$ cat config.mk
export PLATFORM = sky130hd
export DESIGN_NAME = rfid_ascii_hex_frame_decoder
export DESIGN_NICKNAME = d
export VERILOG_FILES = /design/src/rtl/rfd_pkg.sv /design/src/rtl/rfid_ascii_hex_frame_decoder.sv /design/src/rtl/rfd_frame.sv /design/src/rtl/rfd_out_reg.sv
export VERILOG_INCLUDE_DIRS = /design/src /design/src/rtl
export SDC_FILE = /design/constraint.sdc
export NUM_CORES = 1
export LEC_CHECK = 0
export BUFFER_PORTS_ARGS = -buffer_cell sky130_fd_sc_hd__buf_2
export CAP_MARGIN = 20
export CORE_MARGIN = 3
export CORE_UTILIZATION = 45
export CTS_BUF_LIST = sky130_fd_sc_hd__clkbuf_16
export DETAILED_ROUTE_END_ITERATION = 8
export PLACE_DENSITY = 0.75
export SLEW_MARGIN = 20
export SYNTH_ARGS = -nofsm -noshare
export SYNTH_HDL_FRONTEND = slang
export SYNTH_SLANG_ARGS = --single-unit
export TNS_END_PERCENT = 1
$ cat constraint.sdc
create_clock -name clk_i -period 3.12 [get_ports clk_i]
set_input_delay 0.468 -clock clk_i [delete_from_list [all_inputs] [get_ports clk_i]]
set_output_delay 0.468 -clock clk_i [all_outputs]
set_load 0.01 [all_outputs]
$ cat src/rtl/rfid_ascii_hex_frame_decoder_macros.svh
// Assertion macros shared by the tag frame decoder RTL.
`ifndef RFID_ASCII_HEX_FRAME_DECODER_MACROS_SVH
`define RFID_ASCII_HEX_FRAME_DECODER_MACROS_SVH

`ifndef SYNTHESIS

// Property that must hold at every clock edge outside reset.
`define RFD_ASSERT(lbl, clk, rst_n, prop) \
  lbl: assert property (@(posedge clk) disable iff (!rst_n) (prop)) \
    else $error("assertion failed");

// Condition that must never be true outside reset.
`define RFD_ASSERT_NEVER(lbl, clk, rst_n, cond) \
  lbl: assert property (@(posedge clk) disable iff (!rst_n) !(cond)) \
    else $error("forbidden condition seen");

`else

`define RFD_ASSERT(lbl, clk, rst_n, prop)
`define RFD_ASSERT_NEVER(lbl, clk, rst_n, cond)

`endif

`endif

$ cat src/rtl/rfd_pkg.sv
// Package: constants, result type and character decode for the tag frame decoder.
`default_nettype none

package rfd_pkg;

  localparam int ByteW         = 8;
  localparam int TagW          = 40;
  localparam int FrameBytesDef = 6;

  localparam logic [ByteW-1:0] StartByte = 8'h02;
  localparam logic [ByteW-1:0] EndByte   = 8'h03;
  localparam logic [ByteW-1:0] AsciiZero = 8'd48;
  localparam logic [ByteW-1:0] DecMax    = 8'd9;
  localparam logic [ByteW-1:0] HexGap    = 8'd7;

  typedef struct packed {
    logic            tag_valid;
    logic [TagW-1:0] tag_id;
  } result_t;

  // Reduce an uppercase ASCII hex character to its value, modulo 256; lowercase
  // and non-hex input go through the same arithmetic.
  function automatic logic [ByteW-1:0] hex_digit(input logic [ByteW-1:0] c);
    logic [ByteW-1:0] d;
    d = c - AsciiZero;
    if (d > DecMax) begin
      d = d - HexGap;
    end
    return d;
  endfunction

endpackage

`default_nettype wire

$ cat src/rtl/rfid_ascii_hex_frame_decoder.sv
// Top level of the ASCII hex tag frame decoder.
//
//   channel | direction | handshake              | payload
//   --------+-----------+------------------------+--------------------------
//   rx      | in        | in_valid_i / in_ready_o | rx_byte_i [7:0]
//   tag     | out       | out_valid_o / out_ready_i | tag_valid_o, tag_id_o [39:0]
//
// One byte is accepted per cycle unless a waiting result stalls the input; its result item appears in the next cycle.
// The frame state and the payload bytes update at the accepting edge, and the
// result lands in a single output register.
// A waiting result blocks the input only while out_ready_i is low; taking it
// frees the register in the same cycle, so a new byte can enter.
// Reset (rst_ni low, asynchronous) puts the tracker in idle and empties the
// output register.
`default_nettype none

module rfid_ascii_hex_frame_decoder #(
  parameter int FRAME_BYTES = rfd_pkg::FrameBytesDef
) (
  input  wire logic                      clk_i,
  input  wire logic                      rst_ni,
  input  wire logic                      in_valid_i,
  output logic                           in_ready_o,
  input  wire logic [rfd_pkg::ByteW-1:0] rx_byte_i,
  output logic                           out_valid_o,
  input  wire logic                      out_ready_i,
  output logic                           tag_valid_o,
  output logic [rfd_pkg::TagW-1:0]       tag_id_o
);

  // Every accepted byte yields exactly one result item.
  logic             accept;
  rfd_pkg::result_t frame_res;
  rfd_pkg::result_t out_res;

  assign accept = in_valid_i && in_ready_o;

  // Decode, frame tracking and checksum compare live in the tracker. Its
  // result is combinational from the current state and the incoming byte.
  rfd_frame #(
    .FRAME_BYTES(FRAME_BYTES)
  ) u_frame (
    .clk_i    (clk_i),
    .rst_ni   (rst_ni),
    .accept_i (accept),
    .rx_byte_i(rx_byte_i),
    .res_o    (frame_res)
  );

  // The output register parts the two handshakes.
  rfd_out_reg u_out (
    .clk_i      (clk_i),
    .rst_ni     (rst_ni),
    .in_valid_i (in_valid_i),
    .in_ready_o (in_ready_o),
    .res_i      (frame_res),
    .out_valid_o(out_valid_o),
    .out_ready_i(out_ready_i),
    .res_o      (out_res)
  );

  assign tag_valid_o = out_res.tag_valid;
  assign tag_id_o    = out_res.tag_id;

endmodule

`default_nettype wire

$ cat src/rtl/rfd_frame.sv
// Frame tracker: decodes one byte per cycle while accept_i is high, keeps the payload and checks the XOR.
`default_nettype none
`include "rfid_ascii_hex_frame_decoder_macros.svh"

module rfd_frame #(
  parameter int FRAME_BYTES = rfd_pkg::FrameBytesDef
) (
  input  wire logic                      clk_i,
  input  wire logic                      rst_ni,
  input  wire logic                      accept_i,
  input  wire logic [rfd_pkg::ByteW-1:0] rx_byte_i,
  output rfd_pkg::result_t               res_o
);

  localparam int ByteW = rfd_pkg::ByteW;
  localparam int TagW  = rfd_pkg::TagW;
  localparam int CntW  = $clog2(FRAME_BYTES + 1);
  localparam int IdxW  = $clog2(FRAME_BYTES);
  localparam int PayW  = (FRAME_BYTES - 1) * ByteW;
  localparam logic [CntW-1:0] CntLast = CntW'(FRAME_BYTES);

  typedef enum logic [1:0] {
    PH_IDLE = 2'd0,
    PH_HIGH = 2'd1,
    PH_LOW  = 2'd2,
    PH_WAIT = 2'd3
  } phase_e;

  phase_e           phase_q, phase_d;
  logic [CntW-1:0]  cnt_q, cnt_d;
  logic [ByteW-1:0] xor_q, xor_d;
  logic [ByteW-1:0] high_q;
  logic [ByteW-1:0] fb_q [FRAME_BYTES];

  logic [ByteW-1:0] digit;
  logic [ByteW-1:0] pair_byte;
  logic [CntW-1:0]  cnt_inc;
  logic             is_start;
  logic             is_end;
  logic [PayW-1:0]  payload;

  assign digit     = rfd_pkg::hex_digit(rx_byte_i);
  assign pair_byte = {high_q[3:0], 4'b0000} | digit;
  assign cnt_inc   = cnt_q + 1'b1;
  assign is_start  = (rx_byte_i == rfd_pkg::StartByte);
  assign is_end    = (rx_byte_i == rfd_pkg::EndByte);

  always_comb begin
    for (int i = 0; i < FRAME_BYTES - 1; i++) begin
      payload[(FRAME_BYTES - 2 - i) * ByteW +: ByteW] = fb_q[i];
    end
  end

  always_comb begin
    phase_d         = phase_q;
    cnt_d           = cnt_q;
    xor_d           = xor_q;
    res_o.tag_valid = 1'b0;
    res_o.tag_id    = '0;
    if (is_start) begin
      phase_d = PH_HIGH;
      cnt_d   = '0;
      xor_d   = '0;
    end else begin
      case (phase_q)
        PH_HIGH: phase_d = PH_LOW;
        PH_LOW: begin
          cnt_d = cnt_inc;
          if (cnt_inc >= CntLast) begin
            phase_d = PH_WAIT;
          end else begin
            xor_d   = xor_q ^ pair_byte;
            phase_d = PH_HIGH;
          end
        end
        PH_WAIT: begin
          if (is_end) begin
            phase_d = PH_IDLE;
            cnt_d   = '0;
            if (xor_q == fb_q[FRAME_BYTES-1]) begin
              res_o.tag_valid = 1'b1;
              res_o.tag_id    = TagW'(payload);
            end
          end
        end
        default: phase_d = PH_IDLE;
      endcase
    end
  end

  always_ff @(posedge clk_i or negedge rst_ni) begin
    if (!rst_ni) begin
      phase_q <= PH_IDLE;
      cnt_q   <= '0;
      xor_q   <= '0;
    end else if (accept_i) begin
      phase_q <= phase_d;
      cnt_q   <= cnt_d;
      xor_q   <= xor_d;
    end
  end

  // Payload storage needs no reset: every entry is written before it is read.
  always_ff @(posedge clk_i) begin
    if (accept_i && !is_start) begin
      if (phase_q == PH_HIGH) begin
        high_q <= digit;
      end
      if (phase_q == PH_LOW) begin
        fb_q[cnt_q[IdxW-1:0]] <= pair_byte;
      end
    end
  end

  `RFD_ASSERT(a_wait_full, clk_i, rst_ni, (phase_q == PH_WAIT) |-> (cnt_q == CntLast))
  `RFD_ASSERT(a_pair_in_range, clk_i, rst_ni,
              (phase_q == PH_HIGH || phase_q == PH_LOW) |-> (cnt_q < CntLast))
  `RFD_ASSERT(a_hit_only_at_end, clk_i, rst_ni,
              res_o.tag_valid |-> (is_end && phase_q == PH_WAIT))

endmodule

`default_nettype wire

$ cat src/rtl/rfd_out_reg.sv
// Result register: holds one result item until the consumer takes it.
`default_nettype none
`include "rfid_ascii_hex_frame_decoder_macros.svh"

module rfd_out_reg (
  input  wire logic             clk_i,
  input  wire logic             rst_ni,
  input  wire logic             in_valid_i,
  output logic                  in_ready_o,
  input  wire rfd_pkg::result_t res_i,
  output logic                  out_valid_o,
  input  wire logic             out_ready_i,
  output rfd_pkg::result_t      res_o
);

  logic             valid_q;
  rfd_pkg::result_t res_q;
  logic             load;

  // The register frees up in the same cycle its content is taken.
  assign in_ready_o  = !valid_q || out_ready_i;
  assign load        = in_valid_i && in_ready_o;
  assign out_valid_o = valid_q;
  assign res_o       = res_q;

  always_ff @(posedge clk_i or negedge rst_ni) begin
    if (!rst_ni) begin
      valid_q <= 1'b0;
    end else if (load) begin
      valid_q <= 1'b1;
    end else if (out_ready_i) begin
      valid_q <= 1'b0;
    end
  end

  always_ff @(posedge clk_i) begin
    if (load) begin
      res_q <= res_i;
    end
  end

  `RFD_ASSERT(a_load_shows, clk_i, rst_ni, load |=> valid_q)
  `RFD_ASSERT_NEVER(a_no_overwrite, clk_i, rst_ni, valid_q && !out_ready_i && in_ready_o)
  `RFD_ASSERT(a_miss_zero_tag, clk_i, rst_ni,
              (valid_q && !res_q.tag_valid) |-> (res_q.tag_id == '0))

endmodule

`default_nettype wire

==> run_results.csv <==
group,metric,value,unit
detailed_routing,firstDrtPassIters,4,
sta,rsz0062_at_grt,"no",
yosys,synth_area_per_cell,14.5,sq um
cts,cts_tree,"yes",
critical_path,crit_chain,"buf_2 > ha_1 > nand2b_1 > a21o_2 > a22oi_2 > nor3_1 > or3b_2",
global_routing,grt_use_total,14.0,%
power,leakage,2.06,nW
cts,clockRootBuffer,"clkbuf_16",
critical_path,crit_required,3170,ps
floorplanning,start_util,46.6,%
finish,fin_nets,404,
critical_path,r2r_slack,820,ps
placed_design,port_buffers,54,
global_routing,top_usage_layer,"met2",
detailed_routing,drt_iter0_markers,173,
yosys,ys_warn_count,0,
yosys,synth-edff-count,93,
critical_path,end_kind,"flip-flop",
outcome,status,"finished clean",
cts,clk_pin_slew,70,ps
finish,area_growth,16.6,%
critical_path,crit_arrival,2390,ps
floorplanning,die_x,107,um
placed_design,place.gp.congestion,0.876,
finish,antenna_cells,0,
yosys,seq_area_frac_synth,68.6,%
sta,whs,19.0,ps
global_routing,grtUsageMet2,22.1,%
cts,clockBufferDepth,2,
global_routing,grt_pass1_vias,2434,
sta,max_slew_margin,59.5,%
global_routing,grt_overflow_total,0,
sta,fmax,0.427,GHz
detailed_routing,drc,0,
floorplanning,fp.dieH,107,um
run,cap_violations,0,
floorplanning,core,0.00982,sq mm
finish,final_common_cell,"edfxtp_1",
floorplanning,pin_count,55,
detailed_routing,wl_per_cell,15.0,um
critical_path,slowest_delay,520,ps
placed_design,placed_cell_area,0.00502,sq mm
critical_path,cp.depth,7,
critical_path,reg2reg_depth,8,
power,powerDensity,649,mW/mm^2
power,vdd_drop_max,0.353,mV
yosys,synth_top_area_cell,"edfxtp_1",
sta,final.period_utilization,75.0,%
detailed_routing,drt-total-wl,7760,um
global_routing,grt_pass1_wl,12100,um
sta,skew,12.7,ps
yosys,ys_ff_latch,107,
yosys,syn-num-nets,339,
sta,setup-violations-final,0,
yosys,netlist_area,0.00458,sq mm
critical_path,cp_max_fo,12,
yosys,synth_area_leaders,"edfxtp_1 (61%), dfrtp_1 (7.7%), and2_1 (5.6%)",
cts,cts_resized,0,
critical_path,crit_family,"simple AND/OR/NAND/NOR gates",
cts,cts_sinks,107,
critical_path,critPathBufInv,1,
detailed_routing,ant_nets,0,
finish,final_cell_area,0.00534,sq mm
finish,drive_gt1_share,24.5,%
yosys,synth.top_cell.area_share,61.0,%
placed_design,place_hpwl,5390,um
sta,tns,0,ps
detailed_routing,vias,2628,
power,finalPower,3.47,mW
worst_hold_path,hp-class,"in2async",
critical_path,crit_path_start_kind,"input pin",
global_routing,grt_max_degree,42,
critical_path,cp-endpoint,"u_frame.fb_q[3][5]$_DFFE_PP_",
yosys,yosys_most_used_dff,"edfxtp_1",
sta,worstMarginPinSlew,605,ps
global_routing,grtUsageMet3,3.25,%
floorplanning,die_area,0.0114,sq mm
floorplanning,rows,36,
yosys,async_flop_share,13.1,%
critical_path,cp-startpoint,"rx_byte_i[4]",
critical_path,r2r_start,"u_frame.cnt_q[1]$_DFFE_PN0P_",
critical_path,r2r_end,"u_frame.xor_q[3]$_DFFE_PN0P_",
critical_path,worst-setup-path-type,"in2reg",
cts,cts_htree_levels,3,
finish,mostFrequentLayoutCells,"edfxtp_1 (93), buf_2 (54), and2_1 (41)",
sta,final-hold-violation-count,0,
yosys,synth.distinct_cells,62,
global_routing,antenna_found_initial,0,
cts,post_cts_buffers,0,
detailed_routing,via_per_inst,5.08,
sta,drv_slew,0,
cts,clkLatencyLatePin,340,ps
global_routing,grtUsageMet1,18.9,%
cts,hold_buffers,0,
critical_path,crit_slowest_cell,"or3b_2",
yosys,synthCells,315,
cts,cts_made_buffers,9,
sta,min_period,2340,ps
worst min-delay path by stage:
stage	start	to	slack, ps	depth (start not counted)
finish	rst_ni	u_frame.cnt_q[0]$_DFFE_PN0P_	20	1
global route	rst_ni	u_out.out_valid_o$_DFFE_PN0P_	40	1
CTS	rst_ni	u_frame.phase_q[0]$_DFFE_PN0P_	20	1
detailed placement	rst_ni	u_frame.phase_q[0]$_DFFE_PN0P_	390	1
global placement	rst_ni	u_frame.phase_q[0]$_DFFE_PN0P_	390	1
floorplan	rst_ni	u_frame.cnt_q[0]$_DFFE_PN0P_	170	0
per-layer routing:
layer	up-vias	wire length, um
met4	0	143
met2	96	3600
met3	10	472
met1	1246	3550
met5	-	0
li1	1276	-
layout make-up:
class / instances / area (sq um)
flip-flops and latches: 107 / 3140
clock inverters: 6 / 88.8
well taps: 133 / 166
multi-input cells: 188 / 1340
clock buffers: 9 / 225
repair buffers: 62 / 330
fillers: 819 / 4480
inverters: 12 / 48.8
per-stage QoR:
| stage | cells | setup slack, ps | util [%] |
|---|---|---|---|
| after global placement | 502 | 520 | 51.2 |
| after CTS | 517 | 776 | 54.4 |
| final | 517 | 779 | 54.4 |
| after detailed placement | 502 | 437 | 51.2 |
| after floorplan | 315 | 358 | - |
| after global routing | 517 | 555 | 54.4 |
flip-flops by register name (all words and copies together) (netlist names):
name / cells
u_frame.phase_q: 2
u_frame.high_q: 4
u_out.out_valid_o: 1
u_frame.fb_q: 48
u_frame.cnt_q: 3
u_frame.xor_q: 8
u_out.res_o: 41
kinds of logic after synthesis:
logic type	Yosys count	share of synthesized area (%)
adder cells (fa/ha/maj)	12	3.28
multiplexers	4	0.902
AO/OA/AOI/OAI	40	5.87
XOR/XNOR	15	2.87
flip-flops	107	68.6
AND/OR/NAND/NOR	117	16.2
buffers and inverters	20	2.21
report_power, final:
group	total (mW)	leakage [nW]	internal (mW)	switching (mW)
sequential	1.80	1.04	1.69	0.109
combinational	0.492	0.861	0.223	0.269
clock	1.18	0.155	0.703	0.474
total	3.47	2.06	2.61	0.852
cells in the mapped netlist (3+ instances only):
master / number
mux2i_1: 3
nor3_1: 4
and2_1: 41
edfxtp_1: 93
nor2_1: 11
dfrtp_1: 14
ha_1: 12
nand3_1: 4
a21oi_1: 9
inv_1: 12
nand2_1: 16
xnor2_1: 12
clkbuf_2: 3
nand4_1: 4
xor2_1: 3
o21ai_0: 11
and3_1: 3
nor3b_1: 6
nand2b_1: 5
Power figures use the tool's default switching activity.
